==> config.mk <==
export PLATFORM = sky130hd
export DESIGN_NAME = bbvs_bounds_tracker
export DESIGN_NICKNAME = d
export VERILOG_FILES = /design/src/hdl/bbvs_pkg.sv /design/src/hdl/bbvs_bounds_tracker.sv
export SDC_FILE = /design/constraint.sdc
export NUM_CORES = 1
export LEC_CHECK = 0
export BUFFER_PORTS_ARGS = -buffer_cell sky130_fd_sc_hd__buf_2
export CELL_PAD_IN_SITES_DETAIL_PLACEMENT = 0
export CELL_PAD_IN_SITES_GLOBAL_PLACEMENT = 2
export CORE_MARGIN = 4
export CORE_UTILIZATION = 32
export DETAILED_ROUTE_END_ITERATION = 16
export MAX_ROUTING_LAYER = met4
export PLACE_DENSITY = 0.82
export REMOVE_ABC_BUFFERS = 1
export SLEW_MARGIN = 10
export SYNTH_ARGS = -nofsm -noshare
export SYNTH_HDL_FRONTEND = slang
export SYNTH_SLANG_ARGS = --single-unit
==> constraint.sdc <==
create_clock -name i_clk -period 3.4 [get_ports i_clk]
set_clock_uncertainty 0.05 [all_clocks]
set_input_delay 0.51 -clock i_clk [delete_from_list [all_inputs] [get_ports i_clk]]
set_output_delay 0.51 -clock i_clk [all_outputs]
set_load 0.1 [all_outputs]
==> src/hdl/bbvs_pkg.sv <==
package bbvs_pkg;

    // field widths
    localparam int COORD_W   = 32;
    localparam int INDEX_W   = 10;
    localparam int PAPER_W   = 8;
    localparam int QUOT_W    = 24;
    localparam int PROD_W    = COORD_W + PAPER_W;
    localparam int FRAC_W    = 16;
    localparam int STEP_W    = 5;

    // serial unit step counts: one paper bit, then one quotient bit per cycle
    localparam int MUL_STEPS = PAPER_W;
    localparam int DIV_STEPS = QUOT_W;

    localparam int                MAX_POINTS_DEF = 1024;
    localparam logic [PAPER_W-1:0] PAPER_RESET   = 8'd6;

    // operation codes
    localparam logic [1:0] OP_APPEND = 2'd0;
    localparam logic [1:0] OP_LINE   = 2'd1;
    localparam logic [1:0] OP_CLEAR  = 2'd2;

    // result status codes
    localparam logic [1:0] STAT_OK         = 2'd0;
    localparam logic [1:0] STAT_NOT_LOADED = 2'd1;
    localparam logic [1:0] STAT_ZERO_RANGE = 2'd2;
    localparam logic [1:0] STAT_FULL       = 2'd3;

    // pen codes
    localparam logic PEN_MOVE = 1'b0;
    localparam logic PEN_DRAW = 1'b1;

    typedef struct packed {
        logic signed [COORD_W-1:0] x;
        logic signed [COORD_W-1:0] y;
    } t_point;

    typedef struct packed {
        logic signed [COORD_W-1:0] x_low;
        logic signed [COORD_W-1:0] x_high;
        logic signed [COORD_W-1:0] y_low;
        logic signed [COORD_W-1:0] y_high;
    } t_bounds;

    typedef struct packed {
        logic                      go;
        logic signed [COORD_W-1:0] value;
        logic signed [COORD_W-1:0] low;
        logic signed [COORD_W-1:0] high;
        logic [PAPER_W-1:0]        paper;
    } t_lane_cmd;

endpackage

==> src/hdl/bbvs_bounds_tracker.sv <==
module bbvs_bounds_tracker #(
    parameter int MAX_POINTS = bbvs_pkg::MAX_POINTS_DEF,
    parameter int CNT_W      = $clog2(MAX_POINTS + 1)
) (
    input  logic                                i_clk,
    input  logic                                i_rst_n,
    input  logic                                i_append,
    input  logic                                i_clear,
    input  logic signed [bbvs_pkg::COORD_W-1:0] i_x,
    input  logic signed [bbvs_pkg::COORD_W-1:0] i_y,
    output logic [CNT_W-1:0]                    o_count,
    output logic                                o_full,
    output bbvs_pkg::t_bounds                   o_bounds
);

    logic [CNT_W-1:0]  r_count;
    bbvs_pkg::t_bounds r_bounds;

    // point count and running min/max; first point seeds all four bounds
    always_ff @(posedge i_clk) begin
        if (!i_rst_n || i_clear) begin
            r_count  <= '0;
            r_bounds <= '0;
        end else if (i_append) begin
            r_count <= r_count + CNT_W'(1);
            if (r_count == '0) begin
                r_bounds.x_low  <= i_x;
                r_bounds.x_high <= i_x;
                r_bounds.y_low  <= i_y;
                r_bounds.y_high <= i_y;
            end else begin
                if (i_x < r_bounds.x_low)  r_bounds.x_low  <= i_x;
                if (i_x > r_bounds.x_high) r_bounds.x_high <= i_x;
                if (i_y < r_bounds.y_low)  r_bounds.y_low  <= i_y;
                if (i_y > r_bounds.y_high) r_bounds.y_high <= i_y;
            end
        end
    end

    assign o_count  = r_count;
    assign o_full   = (r_count == CNT_W'(MAX_POINTS));
    assign o_bounds = r_bounds;

endmodule

Word-level counts from Yosys, hierarchy flattened. Cells that the tools add are included.

Logic and storage cells: 27. Flip-flop bits (word level): 139.

Magnitude comparators: 4. Reduce and logical (&&, ||, !) cells: 11. $add $sub $neg: 1. Equal/unequal tests: 1. Muxes and demuxes: 5.

Operators with widths (count): $mux 128 (1); $mux 32 (4); $gt 32x32->1 (2); $lt 32x32->1 (2); $add 11x1->11 const B (1); $eq 11x11->1 const B (1); $logic_not 11->1 (1); $reduce_and 2->1 (4); $reduce_bool 2->1 (4); $logic_not 1->1 (1); $logic_or 1x1->1 (1).

Depth between registers and ports, before layout.
Depth after elaboration: 3. Depth in mapped cells: 11. Depth with buffers taken out: 9.

Worst setup path before layout. OpenSTA, ideal clock, no wires.

Path type: register to output. Start point: reg r_count[6] (netlist: o_count[6]). End point: out o_full. Slack: 296 ps. Path buffers: 0. Data arrival time: 2544 ps. Stages on the path, launching flop included: 4. Required time: 2840 ps. Path through: dfxtp_1 nor4_1 nand3_1 nor2_1.

Cells in the longest elaborated chain, start to end: 1.

RTL lines: from (decl) (line bbvs_bounds_tracker.sv:16) `logic [CNT_W-1:0] r_count;`; from (signal assigned) (line bbvs_bounds_tracker.sv:25) `r_count <= r_count + CNT_W'(1);`; $eq 11x11->1 (line bbvs_bounds_tracker.sv:41) `assign o_full = (r_count == CNT_W'(MAX_POINTS));`; to (decl) (line bbvs_bounds_tracker.sv:12) `output logic o_full,`.

Every way passes these cells.

Worst setup path in the final report.
Start point: reg r_bounds, in the netlist o_bounds[77]. End point: reg r_bounds, in the netlist o_bounds[91].

Cells in the longest elaborated chain, start to end: 3.

RTL lines: from (decl) (line bbvs_bounds_tracker.sv:17) `bbvs_pkg::t_bounds r_bounds;`; $gt 32x32->1 (line bbvs_bounds_tracker.sv:33) `if (i_x > r_bounds.x_high) r_bounds.x_high <= i_x;`; $reduce_bool 2->1 (no line); $reduce_and 2->1 (no line).

Every way passes these cells. A chain may end at the register's enable or synchronous reset.

==> results.json <==
{
  "rsz0062_at_grt": "false",
  "synth_flop_cell": "dfxtp_1",
  "ctsResizeCount": 0,
  "setup_slack_ns": 0.5011,
  "drive_above_1_share_pct": 21.89,
  "grt_overflow_total": 0,
  "fin_crit_sh_pct": 85.26,
  "status": "finished clean",
  "coreArea_mm2": 0.02628,
  "cts_setup_buffers": 0,
  "reg2regPathDepth": 10,
  "tightest_slew_ns": 0.7725,
  "antenna_left": 0,
  "cts_root_buffer": "clkbuf_16",
  "maxCapViolations": 0,
  "arrival_ns": 3.15,
  "synth-edff-count": 0,
  "ff_latch_area_mm2": 0.002783,
  "grt_pass1_vias": 7159,
  "synthTopCellsByArea": "dfxtp_1 32%, ha_1 19%, mux2i_1 15%, nand2_1 9.8%, inv_1 5.6%",
  "max_clock_freq_mhz": 345.0,
  "critPathRequiredTime_ns": 3.65,
  "ys_ff_latch": 139,
  "r2r_start": "o_bounds[77]",
  "netlist_area_mm2": 0.008613,
  "r2r_slack_ns": 0.50,
  "crit_top_cell": "a21o_1",
  "startpoint_type": "register",
  "synth_top_area_share_pct": 32.31,
  "path_cells": "inv_1 -> ha_1 -> a21o_1 -> a21o_1 -> a21oi_1 -> o21ai_0 -> a2111oi_0 -> a211oi_4 -> buf_12 -> mux2i_1",
  "vias": 7315,
  "period_needed_ns": 2.899,
  "grt_max_degree": 63,
  "h-tree-depth": 4,
  "num_rows": 59,
  "clock-sinks": 139,
  "setup_viol": 0,
  "holdBufCountCts": 0,
  "multi_input_area_mm2": 0.005110,
  "grt_usage_pct": 16.64,
  "synthToLayoutAreaGrowth_pct": 23.66,
  "drc": 0,
  "pin_count": 208,
  "die_area_mm2": 0.02960,
  "synthTopCellsByCount": "226 x nand2_1, 139 x dfxtp_1, 129 x inv_1, 129 x mux2i_1, 128 x ha_1",
  "place_inst": 1523,
  "fp.dieW_um": 172.1,
  "hold_violations": 0,
  "antenna_found_initial": 3,
  "hold_class": "input port to register",
  "numCtsBuffers": 17,
  "dp_slack_ns": 0.2402,
  "fillers": 2691,
  "hpwlAfterDp_um": 18920,
  "critPathLaunch": "o_bounds[77]",
  "yosysMostFrequentCell": "nand2_1",
  "start_util_pct": 32.77,
  "crit_path_end_kind": "register",
  "syn_inst": 1000,
  "drt_pass1_iterations": 4,
  "synth_top_cell_by_area": "dfxtp_1",
  "synth_warnings": 0,
  "cts_tree": "built",
  "total_power_mw": 4.778,
  "critPathSlowestCell": "a2111oi_0",
  "final_max_slew_viol_count": 0,
  "drt-total-wl_um": 24080,
  "ys_types": 46,
  "max_stage_delay_ns": 0.73,
  "wl_per_cell_um": 15.46,
  "layout.nets": 1403,
  "insertion_delay_ns": 0.42,
  "die_h_um": 172.1,
  "portBuffers": 207,
  "reg2reg_to": "o_bounds[91]",
  "cts_buffer_depth": 2,
  "ys_seq_area_share_pct": 32.31,
  "vdd_drop_max_mv": 0.2962,
  "crit_fanout": 24,
  "finalNonFillerCells": 1558,
  "drtIter0Drc": 240,
  "gp_congestion": 0.8166,
  "post-route-util_pct": 40.53,
  "p_leak_nw": 4.890,
  "setup_tns_ns": 0,
  "crit_path_end": "o_bounds[91]",
  "worstSetupPathType": "register to register",
  "clk_pin_slew_ns": 0.07,
  "postSynthAreaPerCell_um2": 8.613,
  "slew_headroom_pct": 47.82,
  "power_density_mw_per_mm2": 448.5,
  "grt_pass1_wl_um": 38300,
  "async_flop_share_pct": 0,
  "drt-vias-per-instance": 4.695
}
how the worst min path moves through the flow:
| stage | from | to | slack, ns | depth (start not counted) |
|---|---|---|---|---|
| 3_3_place_gp | o_bounds[119] | o_bounds[119] | 0.41 | 2 |
| 5_1_grt | i_x[17] | o_bounds[113] | 0.33 | 3 |
| 3_5_place_dp | o_bounds[30] | o_bounds[30] | 0.41 | 2 |
| 4_1_cts | i_y[9] | o_bounds[41] | 0.32 | 3 |
| 6_report | i_y[18] | o_bounds[50] | 0.34 | 3 |
| 2_1_floorplan | i_append | o_count[0] | 0.61 | 2 |
cell type report:
class	count	share of cell area (%)
multi-input combinational	695	47.97
sequential	139	26.12
timing repair buffer	225	11.70
inverter	129	4.546
clock buffer	19	4.064
tap	335	3.935
clock inverter	13	1.586
antenna	3	0.07048
critical path: cells and delay by family, from the launching register on:
kind	cells	cell delay [ns]
AOI/OAI and AO/OA	6	1.60
adders and majority gates	1	0.28
buffers and inverters	2	0.32
DFF	1	0.37
muxes	1	0.14
registers in the layout, indices dropped and copies added (netlist names):
signal / flops
o_bounds: 128
o_count: 11
routing by layer:
metal	part of all wire [%]	global-route usage, %	up-vias
met2	48	27.54	157
met5	0	-	-
met1	46	21.12	3337
met4	0.75	3.281	0
li1	-	-	3807
met3	5.1	3.589	14
cells in the final DEF (no fill, tap or decap), types with 16 or more instances in the layout:
master	n
a21oi_1	52
buf_2	207
clkbuf_16	17
dfxtp_1	139
ha_1	128
inv_1	129
mux2i_1	129
nand2_1	226
nand4_1	19
nor2_1	16
o21ai_0	20
cells by family after synthesis:
logic type	after synthesis	synth area share (%)
buffers and inverters	166	8.629
AND/OR/NAND/NOR	320	16.63
flip-flops	139	32.31
XOR/XNOR	7	0.7118
adder cells (fa/ha/maj)	128	18.59
AO/OA/AOI/OAI	111	8.135
multiplexers	129	14.99
through the flow:
step / hold WS [ns] / instance area (um^2)
CTS: 0.3194 / 10640
finish: 0.3368 / 10650
floorplan: 0.6076 / 8354
global route: 0.3322 / 10650
detailed placement: 0.4124 / 10040
global placement: 0.4072 / 10040
report_power, final:
group	internal (mW)	total (mW)	leakage, nW	switching (mW)
Clock	1.16	1.94	0.292	0.780
Sequential	1.69	1.73	1.13	0.0473
Combinational	0.313	1.10	3.47	0.789
Total	3.16	4.78	4.89	1.62
No activity file was read; power rests on OpenSTA's default activity.
