[config.mk]
export PLATFORM = sky130hd
export DESIGN_NAME = bbvs_serial_scaler
export DESIGN_NICKNAME = d
export VERILOG_FILES = /design/src/hdl/bbvs_pkg.sv /design/src/hdl/bbvs_serial_scaler.sv
export SDC_FILE = /design/constraint.sdc
export NUM_CORES = 1
export LEC_CHECK = 0
export BUFFER_PORTS_ARGS = -buffer_cell sky130_fd_sc_hd__buf_4
export CAP_MARGIN = 40
export CORE_MARGIN = 5
export CORE_UTILIZATION = 55
export CTS_BUF_LIST = sky130_fd_sc_hd__clkbuf_8
export DETAILED_ROUTE_END_ITERATION = 8
export HOLD_SLACK_MARGIN = 0.05
export PLACE_DENSITY = 0.76
export SETUP_SLACK_MARGIN = 0.5
export SYNTH_ARGS = -nofsm -noshare
export SYNTH_HDL_FRONTEND = slang
export SYNTH_SLANG_ARGS = --single-unit
export TNS_END_PERCENT = 5
[constraint.sdc]
create_clock -name i_clk -period 4.2 [get_ports i_clk]
set_input_delay 0.42 -clock i_clk [delete_from_list [all_inputs] [get_ports i_clk]]
set_output_delay 0.42 -clock i_clk [all_outputs]
set_load 0.005 [all_outputs]
[src/hdl/bbvs_pkg.sv]
package bbvs_pkg;

    // field widths
    localparam int COORD_W   = 32;
    localparam int INDEX_W   = 10;
    localparam int PAPER_W   = 8;
    localparam int QUOT_W    = 24;
    localparam int PROD_W    = COORD_W + PAPER_W;
    localparam int FRAC_W    = 16;
    localparam int STEP_W    = 5;

    // serial unit step counts: one paper bit, then one quotient bit per cycle
    localparam int MUL_STEPS = PAPER_W;
    localparam int DIV_STEPS = QUOT_W;

    localparam int                MAX_POINTS_DEF = 1024;
    localparam logic [PAPER_W-1:0] PAPER_RESET   = 8'd6;

    // operation codes
    localparam logic [1:0] OP_APPEND = 2'd0;
    localparam logic [1:0] OP_LINE   = 2'd1;
    localparam logic [1:0] OP_CLEAR  = 2'd2;

    // result status codes
    localparam logic [1:0] STAT_OK         = 2'd0;
    localparam logic [1:0] STAT_NOT_LOADED = 2'd1;
    localparam logic [1:0] STAT_ZERO_RANGE = 2'd2;
    localparam logic [1:0] STAT_FULL       = 2'd3;

    // pen codes
    localparam logic PEN_MOVE = 1'b0;
    localparam logic PEN_DRAW = 1'b1;

    typedef struct packed {
        logic signed [COORD_W-1:0] x;
        logic signed [COORD_W-1:0] y;
    } t_point;

    typedef struct packed {
        logic signed [COORD_W-1:0] x_low;
        logic signed [COORD_W-1:0] x_high;
        logic signed [COORD_W-1:0] y_low;
        logic signed [COORD_W-1:0] y_high;
    } t_bounds;

    typedef struct packed {
        logic                      go;
        logic signed [COORD_W-1:0] value;
        logic signed [COORD_W-1:0] low;
        logic signed [COORD_W-1:0] high;
        logic [PAPER_W-1:0]        paper;
    } t_lane_cmd;

endpackage

[src/hdl/bbvs_serial_scaler.sv]
module bbvs_serial_scaler (
    input  logic                               i_clk,
    input  logic                               i_rst_n,
    input  bbvs_pkg::t_lane_cmd                i_cmd,
    output logic [bbvs_pkg::QUOT_W-1:0]        o_quot,
    output logic                               o_done
);

    typedef enum logic [1:0] {
        S_IDLE,
        S_MUL,
        S_DIV
    } t_state;

    t_state                              r_state;
    logic [bbvs_pkg::STEP_W-1:0]         r_cnt;
    logic                                r_done;
    logic [bbvs_pkg::COORD_W-1:0]        r_diff;
    logic [bbvs_pkg::COORD_W-1:0]        r_range;
    logic [bbvs_pkg::PAPER_W-1:0]        r_paper;
    logic [bbvs_pkg::PROD_W-1:0]         r_acc;
    logic [bbvs_pkg::COORD_W-1:0]        r_rem;
    logic [bbvs_pkg::QUOT_W-1:0]         r_sh;

    logic [bbvs_pkg::COORD_W:0]          w_diff;
    logic [bbvs_pkg::COORD_W:0]          w_range;
    logic [bbvs_pkg::PROD_W-1:0]         n_acc;
    logic [bbvs_pkg::COORD_W:0]          w_trial;
    logic [bbvs_pkg::COORD_W:0]          w_sub;
    logic                                w_fit;
    logic [bbvs_pkg::COORD_W-1:0]        n_rem;

    // value - low and high - low, both fit 32 bits unsigned
    assign w_diff  = {i_cmd.value[bbvs_pkg::COORD_W-1], i_cmd.value}
                   - {i_cmd.low[bbvs_pkg::COORD_W-1], i_cmd.low};
    assign w_range = {i_cmd.high[bbvs_pkg::COORD_W-1], i_cmd.high}
                   - {i_cmd.low[bbvs_pkg::COORD_W-1], i_cmd.low};

    // shift-add multiply, paper MSB first
    assign n_acc = {r_acc[bbvs_pkg::PROD_W-2:0], 1'b0}
                 + (r_paper[bbvs_pkg::PAPER_W-1]
                    ? {{bbvs_pkg::PAPER_W{1'b0}}, r_diff} : '0);

    // restoring division step: one quotient bit per cycle
    assign w_trial = {r_rem, r_sh[bbvs_pkg::QUOT_W-1]};
    assign w_fit   = (w_trial >= {1'b0, r_range});
    assign w_sub   = w_trial - {1'b0, r_range};
    assign n_rem   = w_fit ? w_sub[bbvs_pkg::COORD_W-1:0]
                           : w_trial[bbvs_pkg::COORD_W-1:0];

    always_ff @(posedge i_clk) begin
        if (!i_rst_n) begin
            r_state <= S_IDLE;
            r_cnt   <= '0;
            r_done  <= 1'b0;
        end else begin
            r_done <= 1'b0;
            case (r_state)
                S_IDLE: begin
                    if (i_cmd.go) begin
                        r_diff  <= w_diff[bbvs_pkg::COORD_W-1:0];
                        r_range <= w_range[bbvs_pkg::COORD_W-1:0];
                        r_paper <= i_cmd.paper;
                        r_acc   <= '0;
                        r_cnt   <= '0;
                        r_state <= S_MUL;
                    end
                end
                S_MUL: begin
                    r_acc   <= n_acc;
                    r_paper <= {r_paper[bbvs_pkg::PAPER_W-2:0], 1'b0};
                    if (r_cnt == bbvs_pkg::STEP_W'(bbvs_pkg::MUL_STEPS - 1)) begin
                        // quotient < 2^24, so the top product bits start the remainder
                        r_rem   <= n_acc[bbvs_pkg::PROD_W-1:bbvs_pkg::PAPER_W];
                        r_sh    <= {n_acc[bbvs_pkg::PAPER_W-1:0],
                                    {bbvs_pkg::FRAC_W{1'b0}}};
                        r_cnt   <= '0;
                        r_state <= S_DIV;
                    end else begin
                        r_cnt <= r_cnt + bbvs_pkg::STEP_W'(1);
                    end
                end
                S_DIV: begin
                    r_rem <= n_rem;
                    r_sh  <= {r_sh[bbvs_pkg::QUOT_W-2:0], w_fit};
                    if (r_cnt == bbvs_pkg::STEP_W'(bbvs_pkg::DIV_STEPS - 1)) begin
                        r_done  <= 1'b1;
                        r_state <= S_IDLE;
                    end else begin
                        r_cnt <= r_cnt + bbvs_pkg::STEP_W'(1);
                    end
                end
                default: begin
                    r_state <= S_IDLE;
                end
            endcase
        end
    end

    assign o_quot = r_sh;
    assign o_done = r_done;

endmodule

Word-level counts from Yosys, hierarchy flattened
Cells that the tools add are included.
{"block": "word_totals", "ff_bits": 175, "inputBits": 107, "elab_cells": 52}
{"block": "classes", "n_addsub": 5, "n_lt_le_gt_ge": 1, "n_eq_ne": 8, "n_mux": 19, "reduce_logical": 10}
{"cell": "$mux 32", "count": 3}
{"cell": "$sub 32x32->32", "count": 3}
{"cell": "$pmux 39 s2", "count": 1}
{"cell": "$pmux 32 s2", "count": 1}
{"cell": "$pmux 24 s2", "count": 1}
{"cell": "$add 40x32->40", "count": 1}
{"cell": "$mux 39", "count": 1}
{"cell": "$ge 33x32->1", "count": 1}
{"cell": "$mux 24", "count": 1}
{"cell": "$pmux 8 s2", "count": 1}
{"cell": "$mux 5", "count": 3}
{"cell": "$pmux 5 s3", "count": 1}
{"cell": "$reduce_and 3->1", "count": 5}
{"cell": "$mux 8", "count": 1}
{"cell": "$ne 2x2->1 const B", "count": 4}
{"cell": "$mux 2", "count": 3}
{"cell": "$pmux 2 s3", "count": 1}
{"cell": "$add 5x1->5 const B", "count": 1}
{"cell": "$eq 5x3->1 const B", "count": 1}
{"cell": "$eq 5x5->1 const B", "count": 1}
{"cell": "$reduce_bool 2->1", "count": 2}
{"cell": "$reduce_bool 3->1", "count": 1}
{"cell": "$eq 2x1->1 const B", "count": 1}
{"cell": "$eq 2x2->1 const B", "count": 1}
{"cell": "3 further kinds", "count": 3}

Logic depth before layout (Yosys ltp)
Gate-level depths: netlist (run 1).
{"block": "depth", "word_depth": 4, "ltp_mapped": 15, "ltp_nobuf": 14}

Least setup slack after synthesis (run 1)
OpenSTA, ideal clock, no wires.
{"block": "synth_path", "kind": "register -> register", "startpoint": "register r_cnt[0] in the netlist's numbering", "endpoint": "register r_sh (netlist bit o_quot[0]) (enable)", "setup_time_ns": 0.470, "arrival_ns": 3.207, "required_ns": 3.730, "setup_slack_ns": 0.523, "path_stages_with_launch": 6, "path_buffers": 0, "period_less_slack_ns": 3.677, "cell_sequence": "dfxtp_1 > ha_1 > nand2_1 > nor3_1 > nor2_1 > nor2_1"}
{"block": "synth_between", "elab_chain_len": 3}
{"item": "start: declaration", "line": "bbvs_serial_scaler.sv:16", "rtl": "logic [bbvs_pkg::STEP_W-1:0] r_cnt;"}
{"item": "start signal: assignment", "line": "bbvs_serial_scaler.sv:80", "rtl": "r_cnt <= r_cnt + bbvs_pkg::STEP_W'(1);"}
{"item": "start signal: assignment", "line": "bbvs_serial_scaler.sv:90", "rtl": "r_cnt <= r_cnt + bbvs_pkg::STEP_W'(1);"}
{"item": "$eq 5x3->1", "line": "bbvs_serial_scaler.sv:72", "rtl": "if (r_cnt == bbvs_pkg::STEP_W'(bbvs_pkg::MUL_STEPS - 1)) begin"}
{"item": "$ne 2x2->1 (no source line)"}
{"item": "$reduce_and 3->1 (no source line)"}
{"item": "end signal: assignment", "line": "bbvs_serial_scaler.sv:75", "rtl": "r_sh <= {n_acc[bbvs_pkg::PAPER_W-1:0],"}
{"item": "end signal: assignment", "line": "bbvs_serial_scaler.sv:85", "rtl": "r_sh <= {r_sh[bbvs_pkg::QUOT_W-2:0], w_fit};"}
{"item": "end: declaration", "line": "bbvs_serial_scaler.sv:23", "rtl": "logic [bbvs_pkg::QUOT_W-1:0] r_sh;"}
Every way passes these cells.
A chain may end at the register's enable or synchronous reset.

Final worst setup path (run 1)
{"block": "layout_path", "startpoint": "register r_paper[7] in the netlist's numbering", "endpoint": "register r_rem[25] in the netlist's numbering (data pin)"}
{"block": "layout_between", "elab_chain_len": 4}
{"item": "start: declaration", "line": "bbvs_serial_scaler.sv:20", "rtl": "logic [bbvs_pkg::PAPER_W-1:0] r_paper;"}
{"item": "start signal: assignment", "line": "bbvs_serial_scaler.sv:63", "rtl": "r_paper <= i_cmd.paper;"}
{"item": "start signal: assignment", "line": "bbvs_serial_scaler.sv:71", "rtl": "r_paper <= {r_paper[bbvs_pkg::PAPER_W-2:0], 1'b0};"}
{"item": "$mux 32", "line": "bbvs_serial_scaler.sv:42", "rtl": "? {{bbvs_pkg::PAPER_W{1'b0}}, r_diff} : '0);"}
{"item": "$add 40x32->40", "line": "bbvs_serial_scaler.sv:41", "rtl": "+ (r_paper[bbvs_pkg::PAPER_W-1]"}
{"item": "$mux 32", "line": "bbvs_serial_scaler.sv:72"}
{"item": "$pmux 32 s2", "line": "bbvs_serial_scaler.sv:58", "rtl": "case (r_state)"}
{"item": "end signal: assignment", "line": "bbvs_serial_scaler.sv:74", "rtl": "r_rem <= n_acc[bbvs_pkg::PROD_W-1:bbvs_pkg::PAPER_W];"}
{"item": "end signal: assignment", "line": "bbvs_serial_scaler.sv:84", "rtl": "r_rem <= n_rem;"}
{"item": "end: declaration", "line": "bbvs_serial_scaler.sv:22", "rtl": "logic [bbvs_pkg::COORD_W-1:0] r_rem;"}
Every way passes these cells. The select of a mux whose other input is x is not followed.

==> impl_metrics.py, run 1 <==
metrics = {
    "placed_design": {
        "gp_congestion": 0.927,
        "io_buffers": 131,
        "dpl-instance-area_mm2": 0.0149,
        "dp_hpwl_um": 24900,
    },
    "global_route": {
        "grt_usage": 0.225,
        "grt_antenna_before_repair": 0,
        "grt_max_degree": 69,
        "grt_pass1_vias": 10384,
        "grt_pass1_wl_um": 51800,
        "overflow": 0,
    },
    "synth": {
        "synth_area_leaders": "edfxtp_1 (37%), ha_1 (12%), xnor2_1 (5.0%), a21oi_1 (4.2%), a21o_1 (3.8%)",
        "netlist_top_cells_count": "edfxtp_1 (167), ha_1 (130), a21oi_1 (112)",
        "yosysMostFrequentCell": "edfxtp_1",
        "syn_nets": 1656,
        "synth-seq-area-share": 0.383,
        "yosysTopAreaCell": "edfxtp_1",
        "synth_cells": 1415,
        "async_reset_ff_frac": 0,
        "netlist-cell-type-count": 71,
        "synthFlopType": "edfxtp_1",
        "synth_seq_cells": 175,
        "synth_edf_count": 167,
        "synthMuxAreaShare": 0.0271,
        "synth_top_family_by_area": "compound AO/OA/AOI/OAI gates",
        "synth-compound-area-share": 0.194,
        "synth_xor_xnor_area_share": 0.0798,
        "syn_area_per_cell_um2": 9.54,
        "synth_top_area_share": 0.371,
        "synth_fa_ha_area_frac": 0.126,
        "ys_warn_count": 0,
        "syn-cell-area_mm2": 0.0135,
        "yosys.area_share.simple": 0.148,
    },
    "timing": {
        "finalCritPeriodShare": 0.863,
        "hold_viol": 0,
        "setup_viol": 0,
        "max_freq_mhz": 276,
        "rsz0062_at_grt": "yes",
        "period_needed_ps": 3630,
        "max_slew.worst_pin.slew_ps": 837,
        "setup_tns_ps": 0,
        "max_slew_margin": 0.442,
        "slew_violations": 0,
        "hold_slack_ps": 228,
        "fin_worst_skew_ps": 18.6,
    },
    "clock_network": {
        "clock_latency_ps": 480,
        "cts_tree": "done",
        "cts_buffer_depth": 2,
        "cts_hold_buffers": 0,
        "cts_buffers": 17,
        "clockRootBuffer": "clkbuf_8",
        "htree_levels": 4,
        "clock_sinks": 175,
        "clkTransAtPathRegs_ps": 110,
    },
    "cells_and_area": {
        "stdcell_area_mm2": 0.0154,
        "final_nets": 1785,
        "multi_input_area_mm2": 0.00782,
        "antennaDiodeCount": 0,
        "drive_above_1_share": 0.141,
        "fillCellCount": 2081,
        "regArea_mm2": 0.00517,
        "syn_to_final_growth_pct": 14.0,
    },
    "pwr": {
        "p_int_mw": 3.75,
        "clockPowerShare": 0.200,
        "seqPwrFrac": 0.390,
        "netSwitchingPower_mw": 2.25,
        "powerDensity_mw_per_mm2": 390,
        "switching_share": 0.375,
        "irDropWorstVdd_v": 0.000173,
        "pwr-share-comb": 0.410,
        "p_total_mw": 6.01,
        "p_leak_nw": 6.66,
    },
    "drt": {
        "drtIter0Drc": 800,
        "totalWireLength_um": 32000,
        "via_per_inst": 5.85,
        "wire_per_inst_um": 17.0,
        "ant_nets": 0,
        "first_pass_iters": 7,
        "routed-via-count": 10996,
        "drcViolationCount": 0,
    },
    "worst_setup_path": {
        "regToRegStartpoint": "r_paper[7]",
        "end_kind": "register",
        "r2r_cells": 12,
        "worstSetupPathType": "register to register",
        "r2r_slack_ps": 570,
        "rr_endpoint": "r_rem[25]",
        "worst_ep_required_time_ps": 4410,
        "startpoint_type": "register",
        "worstPathArrival_ps": 3830,
        "cp_max_fo": 7,
    },
    "floorplan": {
        "design.core.area_mm2": 0.0242,
        "dieHeight_um": 167,
        "ios": 132,
        "die_area_mm2": 0.0278,
        "initial_core_util": 0.557,
        "die_x_um": 167,
        "row_count": 57,
    },
    "job": {
        "maxCapViolCount": 0,
    },
    "hold_path": {
        "min_path_type": "primary input to register",
        "min_to": "r_cnt[3]",
        "hold_path.startpoint": "i_rst_n",
        "hold_depth": 2,
    },
    "status": {
        "status": "finished clean",
    },
}
-- how the worst max path moves through the flow --
| stage | startpoint | end | depth (start not counted) |
|---|---|---|---|
| after floorplan | r_cnt[0] | o_quot[0] | 5 |
| after global placement | r_paper[7] | r_rem[30] | 13 |
| after detailed placement | r_paper[7] | r_rem[30] | 13 |
| after CTS | r_paper[7] | r_rem[26] | 13 |
| after global routing | r_paper[7] | r_rem[20] | 13 |
| final | r_paper[7] | r_rem[25] | 12 |
-- worst max-delay path: stages, from the launching register on --
cell and delay, ps:
edfxtp_1 530, clkbuf_2 210, and2_1 160, ha_1 230, or4_1 560, o211ai_1 370
and4_1 260, a211oi_1 70, a221o_1 370, a21oi_4 230, nor2b_1 80, xnor2_1 190
mux2i_1 100
-- layout make-up --
type,count,area share
Inverter,104,0.0254
Sequential cell,175,0.336
Clock buffer,17,0.0152
Multi-Input combinational cell,1094,0.508
Tap cell,324,0.0263
Timing Repair Buffer,152,0.0767
Clock inverter,15,0.0122
-- through the flow --
stage | cells | utilization | setup slack [ps]
finish | 1881 | 0.635 | 574
global route | 1881 | 0.635 | 410
CTS | 1874 | 0.631 | 506
detailed placement | 1841 | 0.614 | 402
global placement | 1840 | 0.612 | 555
floorplan | 1415 | - | 523
-- placed cells by master (no fill, tap or decap), types with 8 or more instances in the layout --
cell      count
nand2_1      86
ha_1        127
dfxtp_1       8
a21o_1       69
nand4_1      21
mux2i_1      23
and3_1       12
nor2b_1      19
a21oi_1     112
a211oi_1     18
nand2b_1     18
and2_1       75
a31oi_1      14
nor2_1       93
edfxtp_1    167
nand3_1      31
o211ai_1     11
o21bai_1     19
buf_4       147
o21ai_0      86
xor2_1       46
mux2_2       12
clkbuf_8     17
o21a_1       12
xnor2_1      77
inv_1       103
nor3_1       15
-- state kept, by name (all words and copies together) (netlist names) --
signal and flops:
o_done 1, o_quot 24, r_acc 39, r_cnt 5, r_diff 32, r_paper 8
r_range 32, r_rem 32, r_state 2
-- cells by family (layout without fill, tap and decap cells) --
kind of cell	after synthesis	after routing
AO/OA/AOI/OAI	404	404
AND/OR/NAND/NOR	398	398
flip-flops	175	175
buffers and inverters	146	288
adder cells (fa/ha/maj)	134	134
XOR/XNOR	123	123
multiplexers	35	35
-- layer usage --
layer  routed length [µm]  vias to the layer above  part of all wire  global-route usage
li1                     -                     5425                 -                   -
met1                15200                     5136              0.48               0.334
met2                14200                      401              0.44               0.349
met3                 2130                       34             0.067              0.0318
met4                  499                        0             0.016              0.0623
met5                    0                        -                 0                   0
-- repair_timing --
action                                 4_1_cts  5_1_grt
setup buffers                                1        7
pin swaps                                    0        1
endpoints found under the hold margin        0        0
setup endpoints to repair                   14       32
gates cloned                                 0        0
resized for setup                            0        8
-- power groups by stage --
| stage | logic, mW | clock network [mW] | registers (mW) |
|---|---|---|---|
| 3_3_place_gp | 2.33 | 0 | 2.38 |
| 5_1_grt | 2.72 | 1.31 | 2.36 |
| 2_1_floorplan | 1.75 | 0 | 2.35 |
| 4_1_cts | 2.40 | 1.23 | 2.35 |
| 3_5_place_dp | 2.38 | 0 | 2.39 |
| 6_report | 2.46 | 1.20 | 2.34 |
Note: power is estimated with default switching activity, not from simulation.
==> run 2, diff against run 1 <==
--- a/config.mk
+++ b/config.mk
@@ -7,12 +7,14 @@
 export LEC_CHECK = 0
 export BUFFER_PORTS_ARGS = -buffer_cell sky130_fd_sc_hd__buf_4
 export CAP_MARGIN = 40
-export CORE_MARGIN = 5
-export CORE_UTILIZATION = 55
+export CELL_PAD_IN_SITES_DETAIL_PLACEMENT = 2
+export CELL_PAD_IN_SITES_GLOBAL_PLACEMENT = 2
+export CORE_MARGIN = 3
+export CORE_UTILIZATION = 39
 export CTS_BUF_LIST = sky130_fd_sc_hd__clkbuf_8
 export DETAILED_ROUTE_END_ITERATION = 8
 export HOLD_SLACK_MARGIN = 0.05
-export PLACE_DENSITY = 0.76
+export PLACE_DENSITY = 0.83
 export SETUP_SLACK_MARGIN = 0.5
 export SYNTH_ARGS = -nofsm -noshare
 export SYNTH_HDL_FRONTEND = slang
==> constraint.sdc (replaced) <==
create_clock -name i_clk -period 3.7 [get_ports i_clk]
set_input_delay 0.37 -clock i_clk [delete_from_list [all_inputs] [get_ports i_clk]]
set_output_delay 0.37 -clock i_clk [all_outputs]
set_load 0.005 [all_outputs]
==> run 2 against run 1 <==
Compared with the run above: the run now ends with negative setup slack left; worst setup slack got worse by 700 ps; sequential share of layout area decreased by 1.7 points; power increased by 26%; clock power increased by 14%; via count increased by 12%; wire length increased by 72%; utilization decreased by 16 points; die area increased by 33%; largest cell class unchanged; largest power group unchanged.
==> impl_metrics.py, run 2 (same netlist as run 1, synthesis figures left out) <==
metrics = {
    "cells_and_area": {
        "mostFrequentLayoutCells": "buf_4 (168), edfxtp_1 (167), ha_1 (108)",
        "final_common_cell": "buf_4",
        "final_nets": 1812,
        "fillCellCount": 3609,
        "largest_register": "r_acc",
        "largest_reg_flops": 39,
        "antennaDiodeCount": 0,
        "post-route-util": 0.478,
        "syn_to_final_growth_pct": 19.9,
        "multi_input_area_mm2": 0.00825,
        "drive_above_1_share": 0.195,
        "regArea_mm2": 0.00517,
    },
    "pwr": {
        "irDropWorstVdd_v": 0.000213,
        "p_leak_nw": 6.86,
        "p_total_mw": 7.59,
        "powerDensity_mw_per_mm2": 469,
    },
    "worst_setup_path": {
        "worstSetupPathType": "register to register",
        "regToRegStartpoint": "r_paper[7]",
        "cp_max_fo": 4,
        "end_kind": "register",
        "worstPathArrival_ps": 4040,
        "r2r_cells": 13,
        "startpoint_type": "register",
        "rr_endpoint": "r_rem[20]",
        "worst_ep_required_time_ps": 3920,
        "r2r_slack_ps": -130,
    },
    "clock_network": {
        "clockRootBuffer": "clkbuf_8",
        "cts_buffers": 17,
        "clkTransAtPathRegs_ps": 120,
        "htree_levels": 4,
        "clock_sinks": 175,
        "cts_tree": "done",
        "cts_buffer_depth": 2,
        "clock_latency_ps": 520,
        "cts_hold_buffers": 0,
    },
    "timing": {
        "max_freq_mhz": 261,
        "max_slew.worst_pin.slew_ps": 971,
        "period_needed_ps": 3830,
        "hold_viol": 0,
        "rsz0062_at_grt": "yes",
        "hold_slack_ps": 159,
        "max_slew_margin": 0.353,
        "fin_worst_skew_ps": 33.3,
        "finalCritPeriodShare": 1.03,
        "setup_slack_ps": -126,
        "setup_tns_ps": -685,
        "setup_viol": 12,
        "slew_violations": 0,
    },
    "drt": {
        "wire_per_inst_um": 27.1,
        "totalWireLength_um": 55100,
        "drcViolationCount": 0,
        "drtIter0Drc": 1055,
        "via_per_inst": 6.04,
        "ant_nets": 0,
        "first_pass_iters": 5,
        "routed-via-count": 12269,
    },
    "status": {
        "violations": "negative setup slack",
        "status": "finished with violations",
    },
    "hold_path": {
        "hold_path.startpoint": "i_cmd[3]",
        "hold_depth": 2,
        "min_path_type": "primary input to register",
        "min_to": "r_paper[3]",
    },
    "floorplan": {
        "dieHeight_um": 192,
        "initial_core_util": 0.399,
        "die_area_mm2": 0.0369,
        "design.core.area_mm2": 0.0339,
        "die_x_um": 192,
        "ios": 132,
        "row_count": 67,
    },
    "placed_design": {
        "dp_hpwl_um": 35800,
        "io_buffers": 131,
        "gp_congestion": 0.918,
    },
    "global_route": {
        "grt_antenna_before_repair": 1,
        "grt_usage": 0.265,
        "grt_pass1_vias": 13000,
        "overflow": 0,
        "grt_max_degree": 69,
        "grt_pass1_wl_um": 75400,
    },
    "job": {
        "maxCapViolCount": 0,
    },
}
## run 2: changes by cell type in the layout (fill, tap and decap cells not counted), sizes merged
cell,previous run,this run
bufinv,0,1
clkinv,7,6
inv,111,110
clkinvlp,1,2
clkbuf,18,19
buf,151,177
## run 2: worst max path at each step
stage | slack, ps | from | endpoint | cells past startpoint
after floorplan | 100 | r_state[1] | r_acc[0] | 5
after global placement | 90 | r_paper[7] | r_rem[26] | 14
after detailed placement | -160 | r_paper[7] | r_rem[30] | 14
after CTS | 230 | r_paper[7] | r_rem[25] | 13
after global routing | -110 | r_paper[7] | r_rem[20] | 14
final | -130 | r_paper[7] | r_rem[20] | 13
## run 2: per-stage QoR
stage,cells,instance area [µm²],worst slack (ps)
detailed placement,1980,15200,-156
finish,2032,16200,-126
global route,2032,16200,-112
CTS,2019,15800,231
floorplan,1415,13500,104
global placement,1980,15200,93.5
## run 2: per-layer routing
layer  vias to the layer above  global-route usage  share of wire
li1                       5455                   -              -
met1                      6263               0.345           0.42
met2                       435               0.460           0.50
met3                       114              0.0321          0.046
met4                         2              0.0841          0.035
met5                         -                   0        0.00020
## run 2: power breakdown
group | total (mW) | leakage [nW] | switching (mW) | internal [mW]
Sequential | 2.71 | 1.63 | 0.153 | 2.56
Combinational | 3.51 | 5.05 | 2.16 | 1.35
Clock | 1.37 | 0.184 | 0.840 | 0.528
Total | 7.59 | 6.86 | 3.15 | 4.43
## run 2: timing repair
action,4_1_cts,5_1_grt
pin swaps,12,19
buffers inserted,7,11
gates cloned,0,2
endpoints found under the setup margin,53,61
resized for setup,49,58
## run 2: cell type report
type	count	share of cell area
multi-input cells	1094	0.510
flip-flops and latches	175	0.320
repair buffers	179	0.0900
well taps	448	0.0346
inverters	104	0.0241
clock buffers	17	0.0145
clock inverters	15	0.00734
## run 2: worst max-delay path: stages, from the launching register on
cell and delay, ps:
edfxtp_1 470, buf_6 200, and2_1 170, ha_1 380, o21ai_2 140, o21ai_0 330, a31oi_1 200, o21ai_0 430
o21ai_1 190, o22ai_1 320, nand2_1 90, o21ai_0 290, xnor2_1 180, o21ai_0 120
==> run 3, diff against run 2 <==
--- a/config.mk
+++ b/config.mk
@@ -9,6 +9,7 @@
 export CAP_MARGIN = 40
 export CELL_PAD_IN_SITES_DETAIL_PLACEMENT = 2
 export CELL_PAD_IN_SITES_GLOBAL_PLACEMENT = 2
+export CORE_ASPECT_RATIO = 1.5
 export CORE_MARGIN = 3
 export CORE_UTILIZATION = 39
 export CTS_BUF_LIST = sky130_fd_sc_hd__clkbuf_8
==> run 3 against run 2 <==
Compared with the run above: hold slack better by 7.4 ps; sequential power hardly changed; wire length down 8.6%; fmax increased by 1.3%; first-iteration DRC count is 31% lower; final area about the same; sequential cell count is the same; the flow still finishes with violations (negative setup slack); worst setup slack improved by 50 ps; critical endpoint is now r_rem[31]; register-to-register slack improved by 50 ps; utilization increased by 0.12 points; cell count shrank 1.9%.
==> impl_metrics.py, run 3 (same netlist as run 1, synthesis figures left out) <==
metrics = {
    "status": {
        "status": "finished with violations",
        "violations": "negative setup slack",
    },
    "timing": {
        "setup_tns_ps": -76.9,
        "max_slew_margin": 0.420,
        "slew_violations": 0,
        "finalCritPeriodShare": 1.02,
        "max_slew.worst_pin.slew_ps": 865,
        "fin_worst_skew_ps": 13.4,
        "period_needed_ps": 3780,
        "setup_viol": 1,
        "setup_slack_ps": -76.9,
        "hold_viol": 0,
        "max_freq_mhz": 265,
        "rsz0062_at_grt": "yes",
    },
    "pwr": {
        "clockPowerShare": 0.191,
        "p_int_mw": 4.50,
        "switching_share": 0.401,
        "powerDensity_mw_per_mm2": 464,
        "pwr-share-comb": 0.448,
        "p_leak_nw": 6.83,
        "irDropWorstVdd_v": 0.000254,
        "netSwitchingPower_mw": 3.01,
        "seqPwrFrac": 0.360,
    },
    "floorplan": {
        "initial_core_util": 0.400,
        "design.core.area_mm2": 0.0338,
        "row_count": 82,
        "die_area_mm2": 0.0369,
        "ios": 132,
        "dieHeight_um": 234,
        "die_x_um": 158,
    },
    "cells_and_area": {
        "post-route-util": 0.479,
        "largest_register": "r_acc",
        "largest_reg_flops": 39,
        "syn_to_final_growth_pct": 19.8,
        "mostFrequentLayoutCells": "edfxtp_1 (167), buf_4 (164), ha_1 (113)",
        "final_nets": 1801,
        "final_common_cell": "edfxtp_1",
        "final_cells": 1993,
        "antennaDiodeCount": 0,
        "drive_above_1_share": 0.205,
    },
    "global_route": {
        "grt_usage": 0.259,
        "grt_max_degree": 69,
        "overflow": 0,
        "grt_antenna_before_repair": 0,
        "grt_pass1_vias": 12988,
        "grt_pass1_wl_um": 74400,
    },
    "clock_network": {
        "clockRootBuffer": "clkbuf_8",
        "htree_levels": 4,
        "clock_latency_ps": 510,
        "cts_buffer_depth": 2,
        "cts_buffers": 17,
        "clkTransAtPathRegs_ps": 100,
        "cts_tree": "done",
        "clock_sinks": 175,
    },
    "placed_design": {
        "dp_hpwl_um": 36900,
        "dp_cells": 1959,
        "io_buffers": 131,
        "gp_congestion": 0.892,
        "place_ws_ps": -283,
    },
    "drt": {
        "totalWireLength_um": 50400,
        "via_per_inst": 5.90,
        "drcViolationCount": 0,
        "routed-via-count": 11751,
        "first_pass_iters": 5,
        "drtIter0Drc": 732,
        "wire_per_inst_um": 25.3,
        "ant_nets": 0,
    },
    "worst_setup_path": {
        "worstPathArrival_ps": 4000,
        "worstSetupPathType": "register to register",
        "startpoint_type": "register",
        "end_kind": "register",
        "worst_ep_required_time_ps": 3920,
        "cp_max_fo": 32,
    },
    "hold_path": {
        "min_path_type": "primary input to register",
    },
    "job": {
        "maxCapViolCount": 0,
    },
}
run 3: critical path, stage by stage (launching register included):
cell	delay, ps
edfxtp_1	440
buf_12	190
and2_4	150
ha_2	270
buf_4	150
nor2b_2	150
o31a_1	260
o211ai_1	180
buf_4	160
and4_1	170
a211oi_1	60
buf_4	150
a221o_1	380
a21oi_4	300
nor2_1	120
xnor2_1	220
mux2i_1	130
run 3: final timing paths:
| check | start | end | slack, ps | cells after the start |
|---|---|---|---|---|
| worst max-delay path | r_paper[7] | r_rem[31] | -80 | 16 |
| worst min-delay path | i_cmd[6] | r_paper[6] | 170 | 2 |
| worst min register to register | r_paper[5] | r_paper[6] | 560 | 1 |
| worst max register to register | r_paper[7] | r_rem[31] | -80 | 16 |
run 3: per-layer routing:
layer	global-route usage	vias up	share of wire
met5	0	-	0
met4	0.0885	0	0.028
met3	0.0264	83	0.029
met2	0.476	271	0.55
met1	0.311	5959	0.40
li1	-	5438	-
run 3: final cells by class:
cell class	instances	area, µm²
fillers	3517	17600
multi-input cells	1094	8380
flip-flops and latches	175	5170
repair buffers	168	1300
well taps	420	526
inverters	104	390
clock buffers	17	234
clock inverters	15	164
run 3: what timing repair did:
action                                 CTS  global route
buffers inserted                         1             1
pin swaps                                4            28
endpoints found under the hold margin    0             0
hold buffers                             0             0
setup endpoints to repair               55            66
resized for setup                       12           117
run 3: power groups by stage:
stage | logic (mW) | clock network (mW) | registers [mW]
floorplan | 1.98 | 0 | 2.67
global placement | 2.79 | 0 | 2.70
detailed placement | 3.00 | 0 | 2.73
CTS | 3.07 | 1.45 | 2.69
global route | 3.65 | 1.53 | 2.72
finish | 3.36 | 1.44 | 2.71
run 3: through the flow:
stage / hold slack (ps) / instance area, µm² / total power [mW]
global route: 152 / 16200 / 7.90
floorplan: 490 / 13500 / 4.65
global placement: 518 / 15200 / 5.50
finish: 166 / 16200 / 7.51
CTS: 133 / 15600 / 7.20
detailed placement: 542 / 15200 / 5.72
